--- src/rtl/core/ita_pkg.sv ---
// Shared types, codes and character tables for the integer to ASCII formatter.
package ita_pkg;

	// Format selector codes
	localparam logic [2:0] OP_SDEC = 3'd0;
	localparam logic [2:0] OP_UDEC = 3'd1;
	localparam logic [2:0] OP_HEXL = 3'd2;
	localparam logic [2:0] OP_HEXU = 3'd3;
	localparam logic [2:0] OP_PTR  = 3'd4;

	localparam int OP_W    = 3;
	localparam int VAL_W   = 64;
	localparam int CHAR_W  = 8;
	localparam int POS_W   = 5;
	localparam int CNT_W   = 5;   // digit count, up to 16
	localparam int BIN_W   = 32;  // binary operand of the decimal conversion
	localparam int BCD_W   = 40;  // ten decimal digits
	localparam int IN_TDATA_W  = 72;
	localparam int OUT_TDATA_W = 16;

	localparam logic [CNT_W-1:0] NDIG_DEC = 5'd10;
	localparam logic [CNT_W-1:0] NDIG_HEX = 5'd8;
	localparam logic [CNT_W-1:0] NDIG_PTR = 5'd16;

	localparam logic [CHAR_W-1:0] CH_MINUS = 8'h2d;
	localparam logic [CHAR_W-1:0] CH_ZERO  = 8'h30;
	localparam logic [CHAR_W-1:0] CH_X     = 8'h78;

	// Commands from the sequencer to the digit unit
	typedef struct packed {
		logic load;    // take a new operand
		logic dabble;  // one add-3 and shift step of the binary to BCD conversion
		logic shift;   // drop the top digit
	} digit_cmd_t;

	// Map a digit to its ASCII character
	function automatic logic [CHAR_W-1:0] digit_char(input logic [3:0] d, input logic upper);
		logic [CHAR_W-1:0] c;
		if (d < 4'd10) begin
			c = CH_ZERO + {4'd0, d};
		end else if (upper) begin
			c = 8'h37 + {4'd0, d};   // 'A' - 10
		end else begin
			c = 8'h57 + {4'd0, d};   // 'a' - 10
		end
		return c;
	endfunction

endpackage

--- src/rtl/core/ita_digit_unit.sv ---
// Digit register with the shared shift/add-3 unit that builds and strips digits.
module ita_digit_unit (
	input  logic                      clk,
	input  logic                      arst_n,
	input  ita_pkg::digit_cmd_t       cmd,
	input  logic [ita_pkg::OP_W-1:0]  op,
	input  logic [ita_pkg::VAL_W-1:0] value,
	output logic [3:0]                top_digit,
	output logic [ita_pkg::CNT_W-1:0] digit_cnt
);
	import ita_pkg::*;

	logic [VAL_W-1:0] dig_q;     // digits, most significant nibble at the top
	logic [BIN_W-1:0] bin_q;     // binary operand shifted out during dabble
	logic [CNT_W-1:0] cnt_q;     // digits left
	logic [BCD_W-1:0] bcd_adj;
	logic [BIN_W-1:0] lo;
	logic [BIN_W-1:0] mag;

	assign lo  = value[BIN_W-1:0];
	assign mag = (op == OP_SDEC && lo[BIN_W-1]) ? (~lo + 32'd1) : lo;

	// Add 3 to every BCD digit of five or more
	always_comb begin
		for (int i = 0; i < BCD_W / 4; i++) begin
			if (dig_q[VAL_W-BCD_W+4*i +: 4] >= 4'd5) begin
				bcd_adj[4*i +: 4] = dig_q[VAL_W-BCD_W+4*i +: 4] + 4'd3;
			end else begin
				bcd_adj[4*i +: 4] = dig_q[VAL_W-BCD_W+4*i +: 4];
			end
		end
	end

	// Load, convert and strip
	always_ff @(posedge clk) begin
		if (cmd.load) begin
			bin_q <= mag;
			unique case (op)
				OP_HEXL, OP_HEXU: dig_q <= {lo, {(VAL_W-BIN_W){1'b0}}};
				OP_PTR:           dig_q <= value;
				default:          dig_q <= '0;
			endcase
		end else if (cmd.dabble) begin
			dig_q <= {bcd_adj[BCD_W-2:0], bin_q[BIN_W-1], {(VAL_W-BCD_W){1'b0}}};
			bin_q <= {bin_q[BIN_W-2:0], 1'b0};
		end else if (cmd.shift) begin
			dig_q <= {dig_q[VAL_W-5:0], 4'd0};
		end
	end

	// Track the number of digits left
	always_ff @(posedge clk or negedge arst_n) begin
		if (!arst_n) begin
			cnt_q <= '0;
		end else if (cmd.load) begin
			unique case (op)
				OP_HEXL, OP_HEXU: cnt_q <= NDIG_HEX;
				OP_PTR:           cnt_q <= NDIG_PTR;
				default:          cnt_q <= NDIG_DEC;
			endcase
		end else if (cmd.shift) begin
			cnt_q <= cnt_q - 5'd1;
		end
	end

	assign top_digit = dig_q[VAL_W-1 -: 4];
	assign digit_cnt = cnt_q;

endmodule

--- src/rtl/core/ita_seq.sv ---
// Sequencer: steps the digit unit and drives the output word register.
module ita_seq (
	input  logic                             clk,
	input  logic                             arst_n,
	input  logic                             in_valid,
	output logic                             in_ready,
	input  logic [ita_pkg::OP_W-1:0]         in_op,
	input  logic                             in_neg,
	output ita_pkg::digit_cmd_t              cmd,
	input  logic [3:0]                       top_digit,
	input  logic [ita_pkg::CNT_W-1:0]        digit_cnt,
	output logic                             out_valid,
	input  logic                             out_ready,
	output logic [ita_pkg::CHAR_W-1:0]       out_char,
	output logic [ita_pkg::POS_W-1:0]        out_pos,
	output logic                             out_last
);
	import ita_pkg::*;

	typedef enum logic [4:0] {
		ST_IDLE   = 5'b00001,
		ST_DABBLE = 5'b00010,
		ST_STRIP  = 5'b00100,
		ST_PREFIX = 5'b01000,
		ST_DIGITS = 5'b10000
	} state_t;

	state_t            state_q;
	logic [OP_W-1:0]   op_q;
	logic              neg_q;
	logic [4:0]        step_q;    // dabble step count
	logic [1:0]        pfx_q;     // prefix characters sent
	logic [1:0]        pfx_need;
	logic [POS_W-1:0]  pos_q;     // position of the next character
	logic [POS_W-1:0]  opos_q;    // position of the character in the output word
	logic              ovalid_q;
	logic [CHAR_W-1:0] char_q;
	logic              last_q;
	logic              can_load;
	logic              accept;
	logic              strip_done;
	logic              emit_pfx;
	logic              emit_dig;

	assign in_ready   = (state_q == ST_IDLE);
	assign accept     = in_valid && in_ready && (in_op <= OP_PTR);
	assign can_load   = !ovalid_q || out_ready;
	assign strip_done = (digit_cnt <= 5'd1) || (top_digit != 4'd0);
	assign pfx_need   = (op_q == OP_PTR) ? 2'd2 : (neg_q ? 2'd1 : 2'd0);
	assign emit_pfx   = (state_q == ST_PREFIX) && (pfx_q < pfx_need) && can_load;
	assign emit_dig   = (state_q == ST_DIGITS) && can_load;

	// Drive the digit unit
	always_comb begin
		cmd.load   = accept;
		cmd.dabble = (state_q == ST_DABBLE);
		cmd.shift  = ((state_q == ST_STRIP) && !strip_done) || emit_dig;
	end

	// Advance the sequencer
	always_ff @(posedge clk or negedge arst_n) begin
		if (!arst_n) begin
			state_q <= ST_IDLE;
			op_q    <= OP_SDEC;
			neg_q   <= 1'b0;
			step_q  <= '0;
			pfx_q   <= '0;
		end else begin
			unique case (state_q)
				ST_IDLE: begin
					if (accept) begin
						op_q   <= in_op;
						neg_q  <= in_neg;
						step_q <= '0;
						pfx_q  <= '0;
						state_q <= (in_op == OP_SDEC || in_op == OP_UDEC) ? ST_DABBLE
						                                                   : ST_STRIP;
					end
				end
				ST_DABBLE: begin
					step_q <= step_q + 5'd1;
					if (step_q == 5'd31) begin
						state_q <= ST_STRIP;
					end
				end
				ST_STRIP: begin
					if (strip_done) begin
						state_q <= ST_PREFIX;
					end
				end
				ST_PREFIX: begin
					if (pfx_q >= pfx_need) begin
						state_q <= ST_DIGITS;
					end else if (emit_pfx) begin
						pfx_q <= pfx_q + 2'd1;
					end
				end
				ST_DIGITS: begin
					if (emit_dig && digit_cnt == 5'd1) begin
						state_q <= ST_IDLE;
					end
				end
				default: state_q <= ST_IDLE;
			endcase
		end
	end

	// Hold the output word until taken
	always_ff @(posedge clk or negedge arst_n) begin
		if (!arst_n) begin
			ovalid_q <= 1'b0;
			pos_q    <= '0;
			opos_q   <= '0;
		end else begin
			if (accept) begin
				pos_q <= '0;
			end else if (emit_pfx || emit_dig) begin
				pos_q <= pos_q + 5'd1;
			end
			if (emit_pfx || emit_dig) begin
				ovalid_q <= 1'b1;
				opos_q   <= pos_q;
			end else if (out_ready) begin
				ovalid_q <= 1'b0;
			end
		end
	end

	// Load the output character
	always_ff @(posedge clk) begin
		if (emit_pfx) begin
			last_q <= 1'b0;
			if (op_q == OP_PTR) begin
				char_q <= (pfx_q == 2'd0) ? CH_ZERO : CH_X;
			end else begin
				char_q <= CH_MINUS;
			end
		end else if (emit_dig) begin
			char_q <= digit_char(top_digit, op_q == OP_HEXU);
			last_q <= (digit_cnt == 5'd1);
		end
	end

	assign out_valid = ovalid_q;
	assign out_char  = char_q;
	assign out_pos   = opos_q;
	assign out_last  = last_q;

endmodule

--- src/rtl/core/integer_to_ascii_formatter.sv ---
// Top level of the integer to ASCII formatter.
//
// Input channel (s_*): one word carries a format selector and a 64-bit number.
// Formats: signed decimal, unsigned decimal, lower hex, upper hex (low 32 bits)
// and a 64-bit pointer printed as 0x plus lower hex. Unused selectors are
// consumed and produce nothing.
// Output channel (m_*): one word per character, most significant first, with
// its position in the run; m_tlast marks the final character.
// Decimal formats run 32 binary-to-BCD steps, then drop leading zeros
// one digit per cycle (up to 9), then send one character per cycle while
// the receiver is ready. Hex formats skip the conversion.
// The digit unit does a single shift/add-3 step per cycle.
// s_tready is high only while the block is idle; one number is in work at a time.
// A stalled receiver holds the output word and halts character generation.
// Reset clears the sequencer and the output valid; the block is idle after it.
module integer_to_ascii_formatter (
	input  logic                                clk,
	input  logic                                arst_n,
	input  logic                                s_tvalid,
	output logic                                s_tready,
	input  logic [ita_pkg::IN_TDATA_W-1:0]      s_tdata,   // op[2:0], value[66:3], zero fill
	output logic                                m_tvalid,
	input  logic                                m_tready,
	output logic [ita_pkg::OUT_TDATA_W-1:0]     m_tdata,   // char_out[7:0], position[12:8], zero fill
	output logic                                m_tlast
);
	import ita_pkg::*;

	logic [OP_W-1:0]   op;
	logic [VAL_W-1:0]  value;
	logic              neg;
	digit_cmd_t        cmd;
	logic [3:0]        top_digit;
	logic [CNT_W-1:0]  digit_cnt;
	logic [CHAR_W-1:0] char_out;
	logic [POS_W-1:0]  position;

	// Unpack the input word
	assign op    = s_tdata[OP_W-1:0];
	assign value = s_tdata[OP_W +: VAL_W];
	assign neg   = (op == OP_SDEC) && value[BIN_W-1];

	ita_digit_unit u_digit (
		.clk       (clk),
		.arst_n    (arst_n),
		.cmd       (cmd),
		.op        (op),
		.value     (value),
		.top_digit (top_digit),
		.digit_cnt (digit_cnt)
	);

	ita_seq u_seq (
		.clk       (clk),
		.arst_n    (arst_n),
		.in_valid  (s_tvalid),
		.in_ready  (s_tready),
		.in_op     (op),
		.in_neg    (neg),
		.cmd       (cmd),
		.top_digit (top_digit),
		.digit_cnt (digit_cnt),
		.out_valid (m_tvalid),
		.out_ready (m_tready),
		.out_char  (char_out),
		.out_pos   (position),
		.out_last  (m_tlast)
	);

	// Pack the output word
	assign m_tdata = {{(OUT_TDATA_W-CHAR_W-POS_W){1'b0}}, position, char_out};

endmodule

--- config.mk ---
export PLATFORM = sky130hd
export DESIGN_NAME = integer_to_ascii_formatter
export DESIGN_NICKNAME = d
export VERILOG_FILES = /design/src/rtl/core/ita_pkg.sv /design/src/rtl/core/ita_digit_unit.sv /design/src/rtl/core/ita_seq.sv /design/src/rtl/core/integer_to_ascii_formatter.sv
export SDC_FILE = /design/constraint.sdc
export NUM_CORES = 1
export LEC_CHECK = 0
export ABC_AREA = 1
export BUFFER_PORTS_ARGS = -buffer_cell sky130_fd_sc_hd__buf_2
export CAP_MARGIN = 10
export CORE_MARGIN = 2
export CORE_UTILIZATION = 40
export CTS_BUF_LIST = sky130_fd_sc_hd__clkbuf_8
export DETAILED_ROUTE_END_ITERATION = 7
export RECOVER_POWER = 50
export REMOVE_ABC_BUFFERS = 1
export SETUP_SLACK_MARGIN = 0.2
export SYNTH_ARGS = -nofsm -noshare
export SYNTH_HDL_FRONTEND = slang
export SYNTH_SLANG_ARGS = --single-unit
--- constraint.sdc ---
create_clock -name clk -period 7.1 [get_ports clk]
set_input_delay 1.42 -clock clk [delete_from_list [all_inputs] [get_ports clk]]
set_output_delay 1.42 -clock clk [all_outputs]
set_load 0.005 [all_outputs]
# Word-level counts from Yosys, hierarchy flattened
# Cells that the tools add are included.
# op_classes
eq_ne	20
reduce_logical	31
multipliers	0
n_div	0
mux	45
n_shift	0
n_bitwise	1
addsub	18
n_lt_le_gt_ge	15
# ops
op	count
64-bit 2-to-1 mux	3
64-bit one-hot mux with 2 select lines	1
32-bit 2-to-1 mux	3
5-bit 2-to-1 mux	10
4-bit by 3-bit >= comparator with 1-bit output, second input constant	10
4-bit by 2-bit adder with 4-bit output, second input constant	9
4-bit 2-to-1 mux	9
32-bit by 1-bit adder with 32-bit output, second input constant	1
8-bit 2-to-1 mux	4
32-bit inverter	1
5-bit one-hot mux with 5 select lines	1
5-bit one-hot mux with 2 select lines	2
6-bit by 4-bit adder with 7-bit output, first input constant	2
7-bit 2-to-1 mux	2
2-bit nonzero test	7
5-bit by 1-bit adder with 5-bit output, second input constant	2
5-bit by 1-bit equality test with 1-bit output, second input constant	2
5-bit equality test, second input constant	2
3-bit by 2-bit equality test with 1-bit output, second input constant	3
7-bit by 4-bit adder with 8-bit output, first input constant	1
1-bit logical AND	8
2-bit 2-to-1 mux	4
2-bit inequality test, second input constant	4
3-bit equality test, second input constant	2
26 further kinds	37
# totals
n_memories	0
elab_cells	143
latch_bits	0
mem_bits_rw	0
regBits	137
input_bits	76
out_inout_bits	19
romBits	0

# Depth between registers and ports, before layout
# Gate-level depths: netlist (run 1).
# logic_depth
depth_word	8
mapped_depth	14
mapped_depth_nobuf	14

# By module
# From an unflattened synthesis (run 1), not the netlist that was laid out.
# unflattened
cells_unflattened	1079
hier_area_um2	8680.8
# modules_own_cells
mod	instances	area_each_um2	cells_each	seq_area_each_um2
ita_digit_unit	1	6703.9	831	3007.9
ita_seq	1	1928.1	238	907.1
integer_to_ascii_formatter	1	48.8	10	0.0

# Worst setup path after synthesis (run 1)
# OpenSTA, ideal clock, no wires.
# synth_path
path_type	input to register
from	input port s_tdata[1] (netlist bit)
to	register u_digit.dig_q[0], enable pin
stages	8
setup_slack_ns	3.156
t_required_ns	6.676
t_arrival_ns	3.520
n_path_buf	1
setup_ns	0.424
cell_sequence	nor2_2 > inv_1 > nand2_1 > nand2_4 > buf_6 > nand3_2 > inv_1 > nand2_1
# synth_via
elab_chain_len	3
# synth_rtl
item	line	source
from (decl)	integer_to_ascii_formatter.sv:21	input logic [ita_pkg::IN_TDATA_W-1:0] s_tdata,
3-bit <= comparator	ita_seq.sv:46	assign accept = in_valid && in_ready && (in_op <= OP_PTR);
1-bit logical AND	ita_seq.sv:46	
3-bit nonzero test (no source line)	-	
to (signal assigned)	ita_digit_unit.sv:40	OP_PTR: dig_q <= value;
to (signal assigned)	ita_digit_unit.sv:44	dig_q <= {bcd_adj[BCD_W-2:0], bin_q[BIN_W-1], {(VAL_W-BCD_W){1'b0}}};
to (signal assigned)	ita_digit_unit.sv:47	dig_q <= {dig_q[VAL_W-5:0], 4'd0};
to (decl)	ita_digit_unit.sv:13	logic [VAL_W-1:0] dig_q;
# Every way passes these cells.
# A chain may end at the register's enable or synchronous reset.

# Final worst setup path (run 1)
# layout_path
from	input port s_tdata[1] (netlist bit)
to	register u_digit.dig_q[6], enable pin
# Same word-level chain as after synthesis.

==> metrics.txt, run 1 <==
status=complete, but fails checks; failing checks=max-capacitance violations, max-slew violations; syn avg cell area=7.99 µm²; Worst-path clk slew=around 0.08 ns; first drt pass iteration count=5; Avg WL per Cell=15.2 µm; post-synth cell types=38; Top FF cell, synth=edfxtp_1; Final Hold Viols=0; routed via count=7236; final worst-path cycle share=0.710; fillers=approximately 2100; fraction of met2 tracks used by global routing=0.332; clock power share=0.224; FP Rows=52; r2r setup slk=2.46 ns; worst-margin pin slew=2.08 ns; Worst VDD drop=0.167 mV; area grow syn2layout=11.8%; GR peak layer=met2; GR Util met3=0.0312; final net count=1229; Worst EP required=around 7.2 ns; Post-DP Area=8970 µm²; num ports=95; CORE AREA=between 20000 and 25000 µm²; warnings from Yosys=0; Die Height=149 µm; initial core utilization=0.411; clock sink total=about 140; Worst setup EP type=flop; DR DRC count=0; Skew-Pair Late Insertion Delay=0.45 ns; Final Instance Area=9380 µm²; vias in the first global route=6837; CTS Buf Count=17; count of pins over their slew limit=92; Post-synth EDFFs=103; GR Overflow Total=0; Setup Fix Bufs, Post-CTS=0; Max clock buf depth=2; Setup-failing EPs final=0; Max FO, Critical Path=58; CTS H-tree depth=4; initial antenna violation count=0; Switch Pwr=1.29 mW; Critical Path AT=5.12 ns; Post-Route WL=21.4 mm; Seq pwr share=0.425; pin count of the biggest net entering global routing=slightly above 60; initial DRC count=657; most frequent cells after synthesis=nand2_1, inv_1, edfxtp_1; diode count=0; crit path launch type=primary input; Crit Path Category=in2reg; Seq/Total Area, Yosys=0.467; most common cell in the netlist=nand2_1; width of the die=149 µm; Root Driver=clkbuf_8; Final HPWL DP=14.8 mm; Post-DRT Antenna Nets=0; gp weighted congestion=0.906; Mapped Cells=1050; RSZ-0062 raised after global routing=no; Switching Share=0.382; FF+latch count, synth=136; Tmin final=a little over 5 ns; CTS tree=yes; Synth top area share=0.369; grt met1 use=0.271; Post-synth ARST share=0.235; cell taking the most area after synthesis=edfxtp_1; top post-synthesis cells by area=edfxtp_1, nand2_1, dfrtp_1, inv_1, nand3_1; Gate power share=0.351; synthesized cell area=8390 µm²; slew margin rel.=-0.393; Leak Pwr=approximately 4.3 nW; max_cap viols=2; worst min-delay path class=reg2reg; Peak Freq=198 MHz; DR vias/cell=5.14; die area=22200 µm²; share of layout cells above drive strength 1=0.113; first-pass GRT wire length=34.6 mm; Resized cells post-CTS=0; Port Buffers=85; clock skew=0.0139 ns; Power Internal=~2.1 mW; CTS Hold Buffers Added=0; pwr/cell area=359 nW/µm²; Total GRT Usage=0.199; setup tns final=0 ns
## critical path, cell delays in order
cell,delay [ns]
clkbuf_1,0.12
nor2_1,0.23
inv_1,0.08
nand2_1,0.09
nand2_1,1.18
nand3_2,0.62
inv_1,0.14
nand2_2,0.64
buf_4,0.56
## per-layer routing
| layer | share of wire | vias up | wire (µm) |
|---|---|---|---|
| met5 | 0 | - | 0 |
| met4 | 0.012 | 0 | 255 |
| met3 | 0.051 | 18 | 1090 |
| met2 | 0.47 | 190 | 10000 |
| met1 | 0.47 | 3404 | 10000 |
| li1 | - | 3624 | - |
## cells in the final DEF (no fill, tap or decap), drive strengths merged, types with 3 or more instances in the layout
| master | Yosys | layout |
|---|---|---|
| o21ai | 82 | 82 |
| conb | 1 | 4 |
| ha | 29 | 29 |
| a21oi | 19 | 19 |
| clkbuf | 5 | 23 |
| nor2 | 92 | 92 |
| buf | 30 | 81 |
| xor2 | 34 | 34 |
| dfrtp | 31 | 31 |
| or2 | 3 | 3 |
| o221ai | 4 | 4 |
| o211ai | 14 | 14 |
| inv | 120 | 125 |
| clkinv | 1 | 5 |
| edfxtp | 103 | 103 |
| nand4 | 42 | 42 |
| bufinv | 0 | 5 |
| nand3 | 85 | 85 |
| nand2 | 340 | 340 |
| nor3 | 7 | 7 |
## flip-flops by register name (all words and copies together) (netlist names)
signal and cells:
u_digit.bin_q 32, u_digit.dig_q 64, u_digit.digit_cnt 5, u_seq.neg_q 1, u_seq.op_q 3, u_seq.out_char 7
u_seq.out_last 1, u_seq.out_pos 5, u_seq.out_valid 1, u_seq.pfx_q 2, u_seq.pos_q 5, u_seq.state_q 5
u_seq.step_q 5
## area by class of cell
class,count,area (µm²),share of cell area
sequential,136,3920,0.417
multi-input combinational,761,3780,0.403
inverter,121,454,0.0484
timing repair buffer,87,433,0.0461
tap,270,338,0.0360
clock buffer,17,234,0.0249
clock inverter,15,224,0.0239
## stage by stage
stage	util	total power, mW	setup slack, ns	instances	hold slack [ns]
3_3_place_gp	0.439	2.61	2.75	1375	0.443
3_5_place_dp	0.439	2.65	2.75	1375	0.450
4_1_cts	0.462	3.40	3.23	1407	0.473
5_1_grt	0.459	3.63	1.63	1407	0.504
2_1_floorplan	-	2.28	2.99	1018	0.442
6_report	0.459	3.37	2.06	1407	0.470
## power by group through the flow
stage | combinational [mW] | clock [mW] | sequential, mW
5_1_grt | 1.38 | 0.795 | 1.46
3_3_place_gp | 1.17 | 0 | 1.44
4_1_cts | 1.21 | 0.768 | 1.43
3_5_place_dp | 1.20 | 0 | 1.45
6_report | 1.18 | 0.755 | 1.43
2_1_floorplan | 0.877 | 0 | 1.40
## path summary, 6_finish.rpt
kind                                  startpoint          endpoint  depth (start not counted)
max in group asynchronous                 arst_n   u_seq.step_q[4]                          1
worst max-delay path                  s_tdata[1]  u_digit.dig_q[6]                          9
min in group asynchronous                 arst_n  u_seq.out_pos[1]                          1
worst min-delay path              u_seq.out_last    u_seq.out_last                          2
worst min register to register    u_seq.out_last    u_seq.out_last                          2
worst max register to register  u_seq.state_q[0]  u_digit.dig_q[6]                          7
## logic make-up after synthesis
group | synth area share
and+or+nand+nor | 0.292
DFF | 0.467
buffers and inverters | 0.0792
AOI/OAI and AO/OA | 0.0826
adders and majority gates | 0.0432
other | 0.000447
xor gates and xnor gates | 0.0355
Note: power is estimated with default switching activity, not from simulation.
==> inputs of run 2 (changes only) <==
==> constraint.sdc (replaced) <==
create_clock -name clk -period 4.7 [get_ports clk]
set_input_delay 0.94 -clock clk [delete_from_list [all_inputs] [get_ports clk]]
set_output_delay 0.94 -clock clk [all_outputs]
set_load 0.005 [all_outputs]
==> run 2 against run 1 <==
Effect of this change: the run still ends with max-capacitance violations, max-slew violations left; count of clock-buffer cells in the layout unchanged; first-iteration DRC count down 17%; die area unchanged; highest routed layer unchanged.
==> metrics.txt, run 2 (synthesis results as in run 1) <==
Worst EP required=4.85 ns (was 7.18 ns); area of the multi-input gates=3770 µm² (was 3780 µm²); slack of the critical path=1.25 ns (was 2.06 ns); failing checks=max-capacitance violations, max-slew violations (unchanged); count of pins over their slew limit=33 (was 92); Seq pwr share=0.429 (was 0.425); initial antenna violation count=0 (unchanged); Gate power share=0.358 (was 0.351); fin util=0.458 (was 0.459); worst r2r path cells=8 (was 7); FF-to-FF Start=u_seq.state_q[0] (unchanged); initial DRC count=547 (was 657); Switching Share=0.392 (was 0.382); Largest Register=u_digit.dig_q (unchanged); Switch Pwr=1.96 mW (was 1.29 mW); clock skew=0.0148 ns (was 0.0139 ns); WHS Path Cells=2 (unchanged); placed insts=1378 (was 1375); filler-free cell count of the finished design=1410 (was 1407); first-pass GRT wire length=35.1 mm (was 34.6 mm); Power Internal=3.05 mW (was 2.08 mW); crit path launch type=flop (was primary input); Critical Path AT=3.61 ns (was 5.12 ns); Peak Freq=290 MHz; Post-DRT Antenna Nets=0 (unchanged); clock power share=0.213 (was 0.224); final worst-path cycle share=0.735; Crit Path Category=reg2reg (was in2reg); most frequent cells in the layout=nand2_1, inv_1, edfxtp_1, nor2_1, nand3_1 (unchanged); Avg WL per Cell=15.1 µm (was 15.2 µm); Resized cells post-CTS=0 (unchanged); width of the die=149 µm (unchanged); DR DRC count=0 (unchanged); status=complete, but fails checks (unchanged); Hold Slack=0.462 ns (was 0.470 ns); GR Overflow Total=0 (unchanged); die area=22200 µm² (unchanged); max reg flops=64 (unchanged); Setup Fix Bufs, Post-CTS=0 (unchanged); Final Total Pwr=5.02 mW (was 3.37 mW); CTS Hold Buffers Added=0 (unchanged); DR vias/cell=5.10 (was 5.14); Post-DP Area=9020 µm² (was 8970 µm²); Port Buffers=85 (unchanged); setup tns final=0 ns (unchanged); Final Hold Viols=0 (unchanged); Final Instance Area=9360 µm² (was 9380 µm²); final net count=1232 (was 1229); worst min-delay path class=reg2reg (unchanged); max_cap viols=1 (was 2); FP Rows=52 (unchanged); r2r setup slk=1.25 ns (was 2.46 ns); commonest non-fill, non-tap cell in the layout=nand2_1 (unchanged); Final HPWL DP=14.8 mm (about the same); num ports=95 (unchanged); worst-margin pin slew=1.79 ns (was 2.08 ns); Metal-1 WL=9.90 mm (was 10.0 mm); pwr/cell area=536 nW/µm² (was 359 nW/µm²); Tmin final=3.45 ns; initial core utilization=0.411 (unchanged); Die Height=149 µm (unchanged); CTS tree=yes (unchanged); Worst VDD drop=0.282 mV (was 0.167 mV); diode count=0 (unchanged); gp weighted congestion=0.870 (was 0.906); Max Used Layer=met4 (unchanged); CORE AREA=20400 µm² (unchanged); share of layout cells above drive strength 1=0.114 (was 0.113); reg2reg end=u_digit.dig_q[5] (was u_digit.dig_q[6]); pre-CTS setup slack=1.49 ns (was 2.75 ns); Post-Route WL=21.4 mm (about the same); vias in the first global route=6898 (was 6837); Worst-path clk slew=0.09 ns (was 0.08 ns); Skew-Pair Late Insertion Delay=0.45 ns (about the same); Leak Pwr=4.30 nW (about the same); slew margin rel.=-0.195 (was -0.393); Max clock buf depth=2 (unchanged); first drt pass iteration count=5 (unchanged); routed via count=7193 (was 7236); register area=3920 µm² (unchanged); CTS H-tree depth=4 (unchanged); Root Driver=clkbuf_8 (unchanged); area grow syn2layout=11.6% (was 11.8%); clock sink total=136 (unchanged); RSZ-0062 raised after global routing=no (unchanged); CTS Buf Count=17 (unchanged); Hold Path End=u_seq.out_last (unchanged); worst hold start=u_seq.out_last (unchanged); WL met3=1.29 mm (was 1.09 mm); Setup-failing EPs final=0 (unchanged); DR WL met2=9.86 mm (was 10.0 mm); Max FO, Critical Path=58 (unchanged); Worst setup EP type=flop (unchanged); pin count of the biggest net entering global routing=65 (was 61); Total GRT Usage=0.202 (was 0.199); fillers=2087 (was 2103)
-- run 2: cell count changes in the layout (fill, tap and decap cells not counted), sizes merged --
cell | before | now
inv | 125 | 131
clkinvlp | 1 | 0
clkinv | 5 | 2
bufinv | 5 | 3
clkbuf | 23 | 25
buf | 81 | 82
-- run 2: routing by layer --
| layer | vias to the layer above | track usage |
|---|---|---|
| met2 | 204 | 0.332 |
| met5 | - | 0 |
| met4 | 0 | 0.0586 |
| met3 | 23 | 0.0346 |
| met1 | 3345 | 0.275 |
| li1 | 3621 | - |
-- run 2: area by class of cell --
class	count	area share
sequential	136	0.418
tap	270	0.0361
timing repair buffer	90	0.0495
clock buffer	17	0.0250
inverter	121	0.0485
multi-input combinational	761	0.403
clock inverter	15	0.0198
-- run 2: power by group through the flow --
stage               Clock (mW)  Sequential, mW  Combinational (mW)
global placement             0            2.16                1.81
floorplan                    0            2.12                1.33
finish                    1.07            2.15                1.80
CTS                       1.08            2.15                1.86
detailed placement           0            2.17                1.86
global route              1.13            2.20                2.10
-- run 2: how the worst max path moves through the flow --
stage	startpoint	slack (ns)	to	cells after the start
6_report	u_seq.state_q[0]	1.25	u_digit.dig_q[5]	8
4_1_cts	u_seq.state_q[2]	1.96	u_digit.dig_q[61]	6
3_3_place_gp	s_tdata[1]	1.50	u_digit.bin_q[29]	9
3_5_place_dp	s_tdata[1]	1.49	u_digit.bin_q[29]	9
2_1_floorplan	s_tdata[1]	1.07	u_digit.dig_q[0]	7
5_1_grt	u_seq.state_q[0]	0.91	u_digit.dig_q[63]	8
-- run 2: critical path, stage by stage (launching register included) --
cell      delay, ns
dfstp_1        0.57
nand4_1        0.29
nor2_1         0.36
nand2_4        0.41
nand2_1        0.24
inv_2          0.10
clkbuf_2       0.71
nand2_1        0.26
o21ai_0        0.12
